<file path="src/sv/hardware_monitor_registers_macros.svh">
// Assertion macros shared by the monitor modules.
// Needs clk and arst_n in the scope of each use.
`ifndef HARDWARE_MONITOR_REGISTERS_MACROS_SVH
`define HARDWARE_MONITOR_REGISTERS_MACROS_SVH
`ifndef SYNTHESIS
`define HMR_ASSERT_IMP(lbl, ante, cons) \
	lbl: assert property (@(posedge clk) disable iff (!arst_n) (ante) |-> (cons)) \
		else $error("hmr assertion failed");
`define HMR_ASSERT_NXT(lbl, ante, cons) \
	lbl: assert property (@(posedge clk) disable iff (!arst_n) (ante) |=> (cons)) \
		else $error("hmr assertion failed");
`else
`define HMR_ASSERT_IMP(lbl, ante, cons)
`define HMR_ASSERT_NXT(lbl, ante, cons)
`endif
`endif

</file>
<file path="src/sv/hmr_pkg.sv">
// Types, constants and conversion tables of the hardware monitor.
// Used by hmr_ctrl, hmr_dp and hardware_monitor_registers.
package hmr_pkg;

	localparam int OffW = 7;
	localparam int RegDepth = 128;
	localparam int SensW = 17;
	localparam int NumSens = 10;
	localparam int SelW = 4;
	localparam int InW = 40;
	localparam int NumW = 36;
	localparam int DivW = 21;
	localparam int RemW = DivW + 8;
	localparam logic [NumW-1:0] FAN_CONST = NumW'(1350000);
	localparam logic [DivW-1:0] VOLT_DIV = DivW'(1638400);
	localparam logic signed [NumW:0] VOLT_OFF = (NumW+1)'(7897088);

	typedef enum logic [1:0] {
		ACT_READ = 2'd0,
		ACT_WRITE = 2'd1,
		ACT_UPDATE = 2'd2,
		ACT_NOP = 2'd3
	} act_t;

	typedef enum logic [1:0] {
		KIND_PLAIN = 2'd0,
		KIND_TEMP = 2'd1,
		KIND_VOLT = 2'd2,
		KIND_FAN = 2'd3
	} kind_t;

	typedef enum logic [2:0] {
		ST_IDLE,
		ST_FETCH,
		ST_PREP,
		ST_CHECK,
		ST_DIV,
		ST_FINISH
	} state_t;

	typedef struct packed {
		logic capture;
		logic fetch;
		logic prep;
		logic check;
		logic step;
		logic load_out;
	} cmd_t;

	typedef struct packed {
		logic direct;
		logic prep_done;
		logic check_done;
		logic out_full;
		logic is_read;
	} sts_t;

	typedef logic [7:0] tlut_t [0:255];

	function automatic logic [7:0] temp_eval(input int t);
		longint c [0:6];
		longint h;
		c[0] = 64'sd727580800000000000;
		c[1] = 64'sd21489410000000000;
		c[2] = 64'sd142459300000000;
		c[3] = -64'sd2525453000000;
		c[4] = -64'sd14644470000;
		c[5] = 64'sd319369300;
		c[6] = -64'sd1160370;
		h = c[6];
		for (int i = 5; i >= 0; i--) begin
			h = h * longint'(t) + c[i];
		end
		if (h < 0) begin
			return 8'd0;
		end
		h = h / 64'sd10000000000000000;
		return (h > 255) ? 8'd255 : 8'(h);
	endfunction

	function automatic tlut_t build_tlut();
		tlut_t r;
		for (int i = 0; i < 256; i++) begin
			r[i] = temp_eval(i - 64);
		end
		return r;
	endfunction

	localparam tlut_t TEMP_LUT = build_tlut();
	localparam logic [7:0] TEMP_TOP = temp_eval(192);

	function automatic kind_t kind_of(input logic [OffW-1:0] a);
		kind_t k;
		k = KIND_PLAIN;
		if (a == 7'h1f || a == 7'h20 || a == 7'h21) begin
			k = KIND_TEMP;
		end else if (a >= 7'h22 && a <= 7'h26) begin
			k = KIND_VOLT;
		end else if (a == 7'h29 || a == 7'h2a) begin
			k = KIND_FAN;
		end
		return k;
	endfunction

	function automatic logic [SelW-1:0] sens_idx(input logic [OffW-1:0] a);
		logic [SelW-1:0] s;
		case (a)
			7'h1f: s = 4'd2;
			7'h20: s = 4'd0;
			7'h21: s = 4'd1;
			7'h22: s = 4'd3;
			7'h23: s = 4'd4;
			7'h24: s = 4'd5;
			7'h25: s = 4'd6;
			7'h26: s = 4'd7;
			7'h29: s = 4'd8;
			7'h2a: s = 4'd9;
			default: s = 4'd0;
		endcase
		return s;
	endfunction

	function automatic logic [17:0] volt_k(input logic [OffW-1:0] a);
		logic [17:0] k;
		case (a)
			7'h22: k = 18'd137783;
			7'h23: k = 18'd137783;
			7'h24: k = 18'd103131;
			7'h25: k = 18'd66242;
			7'h26: k = 18'd27338;
			default: k = 18'd0;
		endcase
		return k;
	endfunction

	function automatic logic [7:0] reg_image(input logic [OffW-1:0] a);
		logic [7:0] v;
		case (a)
			7'h17: v = 8'h80;
			7'h3f: v = 8'ha2;
			7'h40: v = 8'h08;
			7'h47: v = 8'h50;
			7'h4b: v = 8'h15;
			default: v = 8'h00;
		endcase
		return v;
	endfunction

endpackage

</file>
<file path="src/sv/hmr_ctrl.sv">
// Sequencer of the hardware monitor read path.
// Depends on hmr_pkg and the assertion macros header.
`include "hardware_monitor_registers_macros.svh"
module hmr_ctrl
	import hmr_pkg::*;
(
	input  logic clk,
	input  logic arst_n,
	input  logic s_tvalid,
	output logic s_tready,
	input  sts_t sts,
	output cmd_t cmd
);

	state_t st_q, st_d;
	logic [2:0] cnt_q;

	always_ff @(posedge clk or negedge arst_n) begin
		if (!arst_n) begin
			st_q <= ST_IDLE;
			cnt_q <= '0;
		end else begin
			st_q <= st_d;
			if (cmd.check) begin
				cnt_q <= '0;
			end else if (cmd.step) begin
				cnt_q <= cnt_q + 3'd1;
			end
		end
	end

	always_comb begin
		st_d = st_q;
		cmd = '0;
		s_tready = 1'b0;
		case (st_q)
			ST_IDLE: begin
				s_tready = 1'b1;
				cmd.capture = s_tvalid;
				if (s_tvalid && sts.is_read) begin
					st_d = ST_FETCH;
				end
			end
			ST_FETCH: begin
				cmd.fetch = 1'b1;
				st_d = sts.direct ? ST_FINISH : ST_PREP;
			end
			ST_PREP: begin
				cmd.prep = 1'b1;
				st_d = sts.prep_done ? ST_FINISH : ST_CHECK;
			end
			ST_CHECK: begin
				cmd.check = 1'b1;
				st_d = sts.check_done ? ST_FINISH : ST_DIV;
			end
			ST_DIV: begin
				cmd.step = 1'b1;
				if (cnt_q == 3'd7) begin
					st_d = ST_FINISH;
				end
			end
			ST_FINISH: begin
				if (!sts.out_full) begin
					cmd.load_out = 1'b1;
					st_d = ST_IDLE;
				end
			end
			default: st_d = ST_IDLE;
		endcase
	end

	`HMR_ASSERT_NXT(a_finish_leaves, st_q == ST_FINISH && !sts.out_full, st_q == ST_IDLE)
	`HMR_ASSERT_NXT(a_check_divides, st_q == ST_CHECK && !sts.check_done, st_q == ST_DIV)
	`HMR_ASSERT_IMP(a_div_count, st_q != ST_DIV, cnt_q == 3'd0 || $past(st_q) == ST_DIV)

endmodule

</file>
<file path="src/sv/hmr_dp.sv">
// Datapath of the hardware monitor: register file, sensor readings,
// conversion arithmetic, shared restoring divider and output register.
// Depends on hmr_pkg and the assertion macros header.
`include "hardware_monitor_registers_macros.svh"
module hmr_dp
	import hmr_pkg::*;
(
	input  logic clk,
	input  logic arst_n,
	input  logic [InW-1:0] in_word,
	input  cmd_t cmd,
	output sts_t sts,
	input  logic out_ready,
	output logic out_valid,
	output logic [7:0] out_data
);

	logic [1:0] act;
	logic [OffW-1:0] a_in;
	logic [7:0] wd;
	logic [SelW-1:0] sel;
	logic signed [SensW-1:0] val;
	assign act = in_word[1:0];
	assign a_in = in_word[8:2];
	assign wd = in_word[16:9];
	assign sel = in_word[20:17];
	assign val = $signed(in_word[37:21]);

	logic [7:0] mem [0:RegDepth-1];
	logic [RegDepth-1:0] wr_q;
	logic [7:0] r40_q, r47_q;
	logic signed [SensW-1:0] sens_q [0:NumSens-1];

	logic [OffW-1:0] off_q;
	logic [7:0] mem_rd_q;
	logic hit_q;
	logic signed [SensW-1:0] rd_q;
	logic signed [NumW-1:0] prod_q;
	logic [NumW-1:0] n_q;
	logic [DivW-1:0] d_q;
	logic [RemW-1:0] rem_q;
	logic [RemW-2:0] ds_q;
	logic [7:0] res_q;
	logic out_valid_q;
	logic [7:0] out_q;

	logic wr_en, wprot, img_rst;
	logic [7:0] wv;
	kind_t kind;
	logic signed [NumW:0] num;
	logic [1:0] fsh;
	logic [7:0] plain_v, temp_v;
	logic [7:0] tidx;

	assign kind = kind_of(off_q);
	assign wprot = a_in <= 7'h0f || a_in == 7'h3f || a_in == 7'h41 || a_in == 7'h42
		|| a_in == 7'h4a || a_in >= 7'h4c;
	assign wr_en = cmd.capture && act == ACT_WRITE && !wprot;
	assign img_rst = wr_en && a_in == 7'h40 && wd[7];
	assign wv = (a_in == 7'h48) ? {1'b0, wd[6:0]} : wd;
	assign num = (NumW+1)'(prod_q) - VOLT_OFF;
	assign fsh = (off_q == 7'h29) ? r47_q[5:4] : r47_q[7:6];
	assign tidx = 8'(rd_q + 17'sd64);

	always_comb begin
		if (off_q <= 7'h0f || off_q >= 7'h50) begin
			plain_v = r40_q;
		end else begin
			plain_v = hit_q ? mem_rd_q : reg_image(off_q);
		end
		if (rd_q >= -17'sd64 && rd_q <= 17'sd191) begin
			temp_v = TEMP_LUT[tidx];
		end else if (rd_q == 17'sd192) begin
			temp_v = TEMP_TOP;
		end else begin
			temp_v = 8'd0;
		end
	end

	always_comb begin
		sts.is_read = act == ACT_READ;
		sts.direct = kind == KIND_PLAIN || kind == KIND_TEMP;
		if (kind == KIND_VOLT) begin
			sts.prep_done = num[NumW] || num == '0;
		end else begin
			sts.prep_done = rd_q[SensW-1] || rd_q == '0;
		end
		sts.check_done = n_q >= {7'd0, d_q, 8'd0};
		sts.out_full = out_valid_q && !out_ready;
	end

	always_ff @(posedge clk) begin
		if (wr_en && !img_rst) begin
			mem[a_in] <= wv;
		end
		if (cmd.capture) begin
			mem_rd_q <= mem[a_in];
		end
	end

	always_ff @(posedge clk or negedge arst_n) begin
		if (!arst_n) begin
			wr_q <= '0;
			r40_q <= reg_image(7'h40);
			r47_q <= reg_image(7'h47);
			for (int i = 0; i < NumSens; i++) begin
				sens_q[i] <= '0;
			end
			out_valid_q <= 1'b0;
		end else begin
			if (img_rst) begin
				wr_q <= '0;
				r40_q <= reg_image(7'h40);
				r47_q <= reg_image(7'h47);
			end else if (wr_en) begin
				wr_q[a_in] <= 1'b1;
				if (a_in == 7'h40) begin
					r40_q <= wv;
				end
				if (a_in == 7'h47) begin
					r47_q <= wv;
				end
			end
			if (cmd.capture && act == ACT_UPDATE && sel < SelW'(NumSens)) begin
				sens_q[sel] <= val;
			end
			if (cmd.load_out) begin
				out_valid_q <= 1'b1;
			end else if (out_ready) begin
				out_valid_q <= 1'b0;
			end
		end
	end

	always_ff @(posedge clk) begin
		if (cmd.capture) begin
			off_q <= a_in;
			hit_q <= wr_q[a_in];
			rd_q <= sens_q[sens_idx(a_in)];
		end
		if (cmd.fetch) begin
			res_q <= (kind == KIND_TEMP) ? temp_v : plain_v;
			prod_q <= rd_q * $signed({1'b0, volt_k(off_q)});
		end
		if (cmd.prep) begin
			if (kind == KIND_VOLT) begin
				res_q <= 8'd0;
				n_q <= NumW'(num);
				d_q <= VOLT_DIV;
			end else begin
				res_q <= rd_q[SensW-1] ? 8'd1 : 8'd0;
				n_q <= FAN_CONST;
				d_q <= DivW'({rd_q[15:0], 3'd0} >> (2'd3 - fsh));
			end
		end
		if (cmd.check) begin
			res_q <= sts.check_done ? 8'd255 : 8'd0;
			rem_q <= n_q[RemW-1:0];
			ds_q <= {d_q, 7'd0};
		end
		if (cmd.step) begin
			if (rem_q >= {1'b0, ds_q}) begin
				rem_q <= rem_q - {1'b0, ds_q};
				res_q <= {res_q[6:0], 1'b1};
			end else begin
				res_q <= {res_q[6:0], 1'b0};
			end
			ds_q <= ds_q >> 1;
		end
		if (cmd.load_out) begin
			out_q <= (kind == KIND_FAN && res_q == 8'd0 && rd_q != '0) ? 8'd1 : res_q;
		end
	end

	assign out_valid = out_valid_q;
	assign out_data = out_q;

	`HMR_ASSERT_NXT(a_load_shows, cmd.load_out, out_valid_q)
	`HMR_ASSERT_IMP(a_load_free, cmd.load_out, !sts.out_full)
	`HMR_ASSERT_NXT(a_img_clears, img_rst, wr_q == '0 && r47_q == 8'h50)

endmodule

</file>
<file path="src/sv/hardware_monitor_registers.sv">
// Hardware monitor register block: top level joining sequencer and datapath.
// Depends on hmr_pkg, hmr_ctrl and hmr_dp.
//
// Input channel s_*: one word per bus read, bus write or sensor update.
// Writes and sensor updates are taken while idle and give no output word.
// A read gives one byte on m_*. Plain register and temperature reads need no
// division; voltage and fan reads run the 8-step restoring divider, which is
// skipped when the value saturates or the sensor reads zero. A new word is
// accepted only once the previous read has finished; writes and updates are
// taken every cycle while no read is in progress.
// The output register holds a finished byte while m_tready is low; a new
// word is still accepted, and a following read waits in its last step
// until the held byte is taken.
// Reset restores the register reset image, clears the sensor readings and
// empties the output. A write of bit 7 to offset 0x40 restores the image
// only; sensor readings are kept.
module hardware_monitor_registers
	import hmr_pkg::*;
(
	input  logic clk,
	input  logic arst_n,
	input  logic s_tvalid,
	output logic s_tready,
	// action[1:0], reg_offset[8:2], write_data[16:9], sensor_select[20:17],
	// sensor_value[37:21], zero pad[39:38]
	input  logic [InW-1:0] s_tdata,
	output logic m_tvalid,
	input  logic m_tready,
	// read_data[7:0]
	output logic [7:0] m_tdata
);

	cmd_t cmd;
	sts_t sts;

	hmr_ctrl u_ctrl (
		.clk(clk),
		.arst_n(arst_n),
		.s_tvalid(s_tvalid),
		.s_tready(s_tready),
		.sts(sts),
		.cmd(cmd)
	);

	hmr_dp u_dp (
		.clk(clk),
		.arst_n(arst_n),
		.in_word(s_tdata),
		.cmd(cmd),
		.sts(sts),
		.out_ready(m_tready),
		.out_valid(m_tvalid),
		.out_data(m_tdata)
	);

endmodule

</file>
<file path="config.mk">
export PLATFORM = sky130hd
export DESIGN_NAME = hardware_monitor_registers
export DESIGN_NICKNAME = d
export VERILOG_FILES = /design/src/sv/hmr_pkg.sv /design/src/sv/hmr_ctrl.sv /design/src/sv/hmr_dp.sv /design/src/sv/hardware_monitor_registers.sv
export VERILOG_INCLUDE_DIRS = /design/src /design/src/sv
export SDC_FILE = /design/constraint.sdc
export NUM_CORES = 2
export LEC_CHECK = 0
export ABC_AREA = 1
export BUFFER_PORTS_ARGS = -buffer_cell sky130_fd_sc_hd__buf_2
export CAP_MARGIN = 20
export CORE_MARGIN = 5
export CORE_UTILIZATION = 63
export DETAILED_ROUTE_END_ITERATION = 6
export PLACE_DENSITY = 0.81
export SYNTH_ARGS = -nofsm -noshare
export SYNTH_HDL_FRONTEND = slang
export SYNTH_SLANG_ARGS = --single-unit
</file>
<file path="constraint.sdc">
create_clock -name clk -period 11.4 [get_ports clk]
set_clock_uncertainty 0.05 [all_clocks]
set_input_delay 2.85 -clock clk [delete_from_list [all_inputs] [get_ports clk]]
set_output_delay 2.85 -clock clk [all_outputs]
set_load 0.01 [all_outputs]
</file>
======== After elaboration in Yosys (flattened, before gate mapping) ========
Memories as Yosys holds them, arrays and structs flattened. A register that Yosys moved wholly into a read port is not among the register bits.
Cells that the tools add are included.
word-level totals
  bits in writable memories ............... 1,024
  memory bits (read-only) ................. 2,048
  register bits ........................... 512
  word-level logic and storage cells ...... 218
  bits of input ports ..................... 44
  memories ................................ 2
  output and inout bits ................... 10
memories
  name              depth  width  read ports  clocked after Yosys merged registers in  wr ports  RTL line      source
  (name not given)  256    8      1           0                                        0         hmr_dp.sv:72  temp_v = TEMP_LUT[tidx];
  u_dp.mem          128    8      1           1                                        1         hmr_dp.sv:29  logic [7:0] mem [0:RegDepth-1];
operators by class
  shifts and indexed selects .............. 1
  bitwise logic cells ..................... 4
  reductions and logical operators ........ 47
  $mul .................................... 1
  magnitude comparators ................... 17
  $add $sub $neg .......................... 5
  muxes and demuxes ....................... 69
  equality and inequality tests ........... 45
operators by type and width
  cell                                                                    number
  128-bit 2-to-1 mux                                                      2
  170-bit bitwise mux                                                     1
  8-bit 2-to-1 mux                                                        19
  7-bit by 6-bit == test with 1-bit output (second input constant)        19
  128-bit OR                                                              1
  29-bit 2-to-1 mux                                                       3
  18-bit one-hot mux with 4 select lines                                  1
  17-bit binary-select mux with 4-bit select                              1
  17-bit demux with 4-bit select                                          1
  7-bit == test (second input constant)                                   9
  27-bit 2-to-1 mux                                                       2
  17-bit 2-to-1 mux                                                       3
  8-bit one-hot mux with 5 select lines                                   1
  37-bit zero test                                                        1
  36-bit by 24-bit subtractor with 37-bit output (second input constant)  1
  36-bit by 29-bit greater-or-equal comparator with 1-bit output          1
  17-bit by 19-bit multiplier with 36-bit output                          1
  4-bit one-hot mux with 9 select lines                                   1
  29-bit by 28-bit greater-or-equal comparator with 1-bit output          1
  29-bit by 28-bit subtractor with 29-bit output                          1
  7-bit by 5-bit == test with 1-bit output (second input constant)        3
  3-bit 2-to-1 mux                                                        7
  19-bit by 2-bit >> shifter with 21-bit output                           1
  1-bit 2-to-1 mux                                                        18
  43 further kinds                                                        90

======== Longest topological paths before layout ========
  word-level depth ........................ 14
  mapped depth ............................ 36
  mapped depth without buffers ............ 34

======== By module ========
From an unflattened synthesis, not the netlist that was laid out.
second synthesis, totals
  cell total of the unflattened synthesis .. 6,867
  area total of the unflattened synthesis .. 74,537.7 um^2
modules (own cells, without submodules)
  module    area each (um^2)  times used  cells each
  hmr_dp    74,137.4          1           6,812
  hmr_ctrl  400.4             1           55

======== Worst setup path after synthesis ========
Ideal clock, no wire load.
  path type ............................... register -> register
  start point ............................. reg u_dp.off_q[6]
  end point ............................... reg u_dp.prod_q[26] (data pin)
  stages on the path, launching flop included .. 30
  arrival ................................. 6.156 ns
  required time ........................... 11.091 ns
  path slack .............................. 4.935 ns
  path buffers ............................ 1
  period minus slack after synthesis ...... 6.465 ns
  cells stage by stage .................... edfxtp_1 nor2_2 nand2_1 nor3_1 inv_1 nor3_2 inv_1 clkbuf_1 nor2_1 fa_1 fa_1 inv_1 fa_1 inv_1 fa_1 fa_1 inv_1 fa_1 inv_1 ha_1 nand2_1 nand2_1 a21oi_1 o21ai_0 a21oi_1 inv_1 a21oi_1 inv_1 a21oi_1 xnor2_1
between the ends
  cells in the longest elaborated chain, start to end .. 5
  elaborated cells between the ends (all ways) .. 9
  those cells by class .................... mul (1); eq/ne (5); mux (2); reduce/logical (1)
RTL lines
  item                                                RTL line        source
  start, declared                                     hmr_dp.sv:34    logic [OffW-1:0] off_q;
  start signal, assigned                              hmr_dp.sv:137   off_q <= a_in;
  7-bit by 6-bit == test with 1-bit output            hmr_pkg.sv:125  case (a)
  2-bit OR reduction (no source line)                 n/a
  18-bit one-hot mux with 4 select lines (*)          hmr_pkg.sv:125
  18-bit 2-to-1 mux (*)                               hmr_dp.sv:141   if (cmd.fetch) begin
  17-bit by 19-bit multiplier with 36-bit output (*)  hmr_dp.sv:143   prod_q <= rd_q * $signed({1'b0, volt_k(off_q)});
  end signal, assigned                                hmr_dp.sv:143
  end, declared                                       hmr_dp.sv:38    logic signed [NumW-1:0] prod_q;
Every way passes the cells marked *; elsewhere a longest branch is shown, timed or not. The select of a mux whose other input is x is not followed.
A chain may end at the register's enable or synchronous reset.

======== Worst setup path in the final report ========
  start point ............................. reg u_dp.off_q[5]
  end point ............................... reg u_dp.prod_q[26] (data pin)
The elaborated chain is that of the path after synthesis.

==> summary.txt <==
Placed design
  – Hpwl dp: 115700 µm
  – RD Place Congestion: 1.011
  – Port buffer count: 51

Worst setup path
  – FF-to-FF Start: u_dp.off_q[5]$_DFFE_PP_
  – Most used cell, CP: inv_1
  – Worst setup path startpoint: u_dp.off_q[5]$_DFFE_PP_
  – CP required: 11860 ps
  – CP max FO: 36
  – Crit-path leading delay family: adder cells
  – Arr. time, crit path: 8350 ps
  – Slowest cell on crit path: nor2_4
  – WS Path Type: register to register
  – Max stage delay on crit path: 590 ps
  – Critical Path End Type: register
  – Worst path bufs/invs: 10
  – CP startpoint kind: register

Timing
  – Slew of the pin with the lowest slew margin: 1239 ps
  – Final setup violation count: 0
  – Post-layout min period: 7896 ps
  – F_max: 126.6 MHz
  – Final Max Tran Viols: 0
  – Setup total negative slack: 0 ps
  – Worst hold slack: 413.0 ps
  – Final period utilization: 69.27%
  – Unrepaired setup endpoints after global routing: no
  – Relative slew margins: 16.72%
  – Final Hold Viols: 0

Flow run
  – MaxCap Viol Count: 0

Clock network
  – Clock latency on the worst-skew pair: 760 ps
  – Root Buffer: clkbuf_16
  – Htree depth: 4
  – Resized Gates After CTS: 0
  – Post-CTS setup repair buffer count: 0
  – Cts bufs inserted: 152
  – Clock tree sinks: 1539
  – TritonCTS clock tree: done
  – Clock Tree Buf Depth: 3
  – Hold Buf Count CTS: 0
  – Clock slew at reported path FFs: 60 ps

Pwr
  – Leak: 34.97 nW
  – Power Dens Cells: 177.7 nW/µm²
  – Peak supply drop: 0.0001620 V
  – Flop pwr share: 46.9%
  – Cell Int Power: 0.01030 W
  – Switching power: 0.004336 W
  – Clock share of power: 33.1%
  – Combinational power share: 20.1%
  – Sw frac: 29.62%

Synth
  – Ys async rst share: 20.60%
  – Yosys cell types: 60
  – Synth Area in Compound Gates: 13.72%
  – Cell Area, Synth: 73550 µm²
  – Post-synth EDFFs: 1192
  – Area leader, netlist: edfxtp_1
  – Main area contributors after synthesis: edfxtp_1, dfrtp_1, fa_1, a22oi_1, nand2_1
  – Post-Synth Simple-Gate Area: 9.898%
  – Syn avg cell area: 11.26 µm²
  – Top_reg_cell synth: edfxtp_1
  – Synth Area in Adders: 9.479%
  – Synth Register Bits: 1539
  – Gate Count Post-Synth: 6531
  – Top cell type's share of synthesized area: 48.67%
  – Post-synthesis sequential area ratio: 60.28%
  – Largest family of logic cells by synthesized area: compound AO/OA/AOI/OAI gates
  – Mux cell area share after synthesis: 0%
  – Xor/xnor share of the synthesized area: 0.7264%
  – Synth warn: 0

Die
  – Core Region: 116000 µm²
  – Full die area: 123700 µm²
  – Row count: 125
  – Die H: 351.7 µm
  – DIE WIDTH: 351.7 µm
  – Initial Util: 63.37%
  – Io pins: 54

Route
  – Total Wirelength: 183100 µm
  – DR WL/cell: 20.94 µm
  – Vias per inst: 5.898
  – Remaining antenna violation count: 0
  – DR pass1 iterations: 7
  – Initial DRC count: 6370
  – Total number of vias: 51580
  – Residual DRC count: 2

GRT
  – GRT busiest layer: met2
  – Initial antenna violation count: 3
  – Largest net degree at the start of global routing: 173
  – Gr ovfl total: 0
  – All-layer global routing usage: 29.66%
  – Number of global-route vias before repair: 50990
  – Met3 usage: 5.566%
  – First-pass GRT wire length: 283600 µm
  – Met1 usage: 41.75%
  – Grt met2 use: 47.03%

Final layout
  – Register area: 44330 µm²
  – Layout cells sized above 1: 6.123%
  – P&R area growth vs syn: 11.97%
  – Nets: 7572
  – Multi-input gate area: 27110 µm²
  – Fill cells: 8027

Min path
  – Min-delay src: u_dp.r40_q[7]$_DFFE_PN0P_
  – Worst Hold Class: register to register

Run status
  – Status: complete, but fails checks
  – Violated checks: design-rule violations
==> tightest hold or removal path, cell delays in order (launching register included) <==
cell     delay [ps]
dfrtp_1         340
nand2_1          50
inv_1            40
==> per-stage QoR <==
step,total power [W],util [%],cell area [µm²],instances,setup WS (ps)
3_3_place_gp,0.009744,66.64,77340,8456,3565
6_report,0.01464,70.96,82350,8745,3504
2_1_floorplan,0.008917,-,75710,7107,4935
3_5_place_dp,0.009816,66.69,77390,8458,3590
4_1_cts,0.01463,70.84,82210,8736,3555
5_1_grt,0.01531,70.95,82340,8743,3033
==> final timing paths <==
| kind | cells past startpoint | to | slack [ps] |
|---|---|---|---|
| max in group asynchronous | 3 | u_dp.sens_q[2]$_DFFE_PN0P_ | 6980 |
| worst max register to register | 32 | u_dp.prod_q[26]$_DFFE_PN_ | 3500 |
| worst max-delay path | 32 | u_dp.prod_q[26]$_DFFE_PN_ | 3500 |
| worst min-delay path | 2 | u_dp.r40_q[7]$_DFFE_PN0P_ | 410 |
| min in group asynchronous | 1 | u_dp.out_valid$_DFFE_PN0P_ | 2000 |
| worst min register to register | 2 | u_dp.r40_q[7]$_DFFE_PN0P_ | 410 |
==> state kept, by name, indices dropped and copies added, names as in the netlist, 3 cells and up <==
| name | count |
|---|---|
| u_ctrl.st_q | 3 |
| u_dp.off_q | 7 |
| u_dp.prod_q | 36 |
| u_dp.mem | 1024 |
| u_dp.r47_q | 4 |
| u_dp.n_q | 36 |
| u_dp.out_data | 8 |
| u_dp.d_q | 20 |
| u_dp.wr_q | 128 |
| u_ctrl.cnt_q | 3 |
| u_dp.res_q | 8 |
| u_dp.sens_q | 170 |
| u_dp.rd_q | 17 |
| u_dp.mem_rd_q | 8 |
| u_dp.ds_q | 28 |
| u_dp.rem_q | 29 |
| u_dp.r40_q | 8 |
==> synthesized netlist by cell type (9+ instances only) <==
| cell type | count |
|---|---|
| or2_2 | 32 |
| o211ai_1 | 50 |
| dfrtp_1 | 314 |
| o21a_1 | 11 |
| edfxtp_1 | 1192 |
| o22ai_1 | 52 |
| nor2_4 | 9 |
| o31ai_1 | 49 |
| nor2_1 | 572 |
| ha_1 | 226 |
| a22oi_1 | 518 |
| fa_1 | 207 |
| a21o_1 | 15 |
| o2111ai_1 | 10 |
| inv_2 | 16 |
| o221ai_1 | 21 |
| inv_1 | 791 |
| nand3_1 | 130 |
| clkbuf_1 | 196 |
| a31oi_1 | 10 |
| nand2_1 | 900 |
| xor2_1 | 33 |
| buf_1 | 30 |
| buf_2 | 72 |
| a22o_1 | 17 |
| a21boi_0 | 18 |
| a21oi_1 | 300 |
| o21ai_0 | 453 |
| o21ai_1 | 37 |
| o311ai_1 | 17 |
| dfxtp_1 | 30 |
| nor4_1 | 18 |
| xnor2_1 | 28 |
| nand4_1 | 44 |
| nor3_1 | 40 |
==> cells in the final DEF, fill, tap and decap left out, types with 17 or more instances in the layout <==
cell type,n
fa_1,207
o31ai_1,49
buf_4,84
clkbuf_16,156
clkinv_1,40
a21boi_0,18
inv_2,17
or2_2,32
o21ai_1,36
dfxtp_1,30
clkbuf_1,36
a22oi_1,518
xnor2_1,28
ha_1,226
nor2_1,567
nor4_1,18
o221ai_1,21
nand4_1,44
dfrtp_1,314
buf_2,43
nand3_1,130
nor3_1,38
a21oi_1,300
clkinv_2,22
xor2_1,33
inv_1,788
a22o_1,17
o211ai_1,50
o311ai_1,17
nand2_1,900
conb_1,577
edfxtp_1,1192
o22ai_1,52
o21ai_0,453
==> area by class of cell <==
type / instances / area share [%]
multi-input combinational: 4446 / 32.92
tap: 1524 / 2.316
timing repair buffer: 139 / 1.333
inverter: 817 / 3.741
clock buffer: 201 / 5.055
antenna: 2 / 0.006078
sequential: 1539 / 53.84
clock inverter: 77 / 0.7962
==> power groups by stage <==
stage | clock [W] | sequential, W | combinational (W)
floorplan | 0 | 0.00688 | 0.00203
global placement | 0 | 0.00694 | 0.00281
detailed placement | 0 | 0.00696 | 0.00286
CTS | 0.00490 | 0.00685 | 0.00289
global route | 0.00514 | 0.00689 | 0.00328
finish | 0.00484 | 0.00686 | 0.00294
==> kinds of logic (layout without fill, tap and decap cells) <==
group	Yosys count	count (layout)
simple gates	1771	1771
compound gates	1604	1604
flops	1539	1539
buf+inv	1122	1234
fa+ha+maj	433	433
xor+xnor	61	61
other cells	1	579
==> layer usage <==
metal  vias to the layer above  share of wire [%]
met4                         0                3.7
li1                      23430                  -
met2                      2548                 47
met5                         -                  0
met3                       445                9.7
met1                     25160                 40
Note: power is estimated with default switching activity, not from simulation.
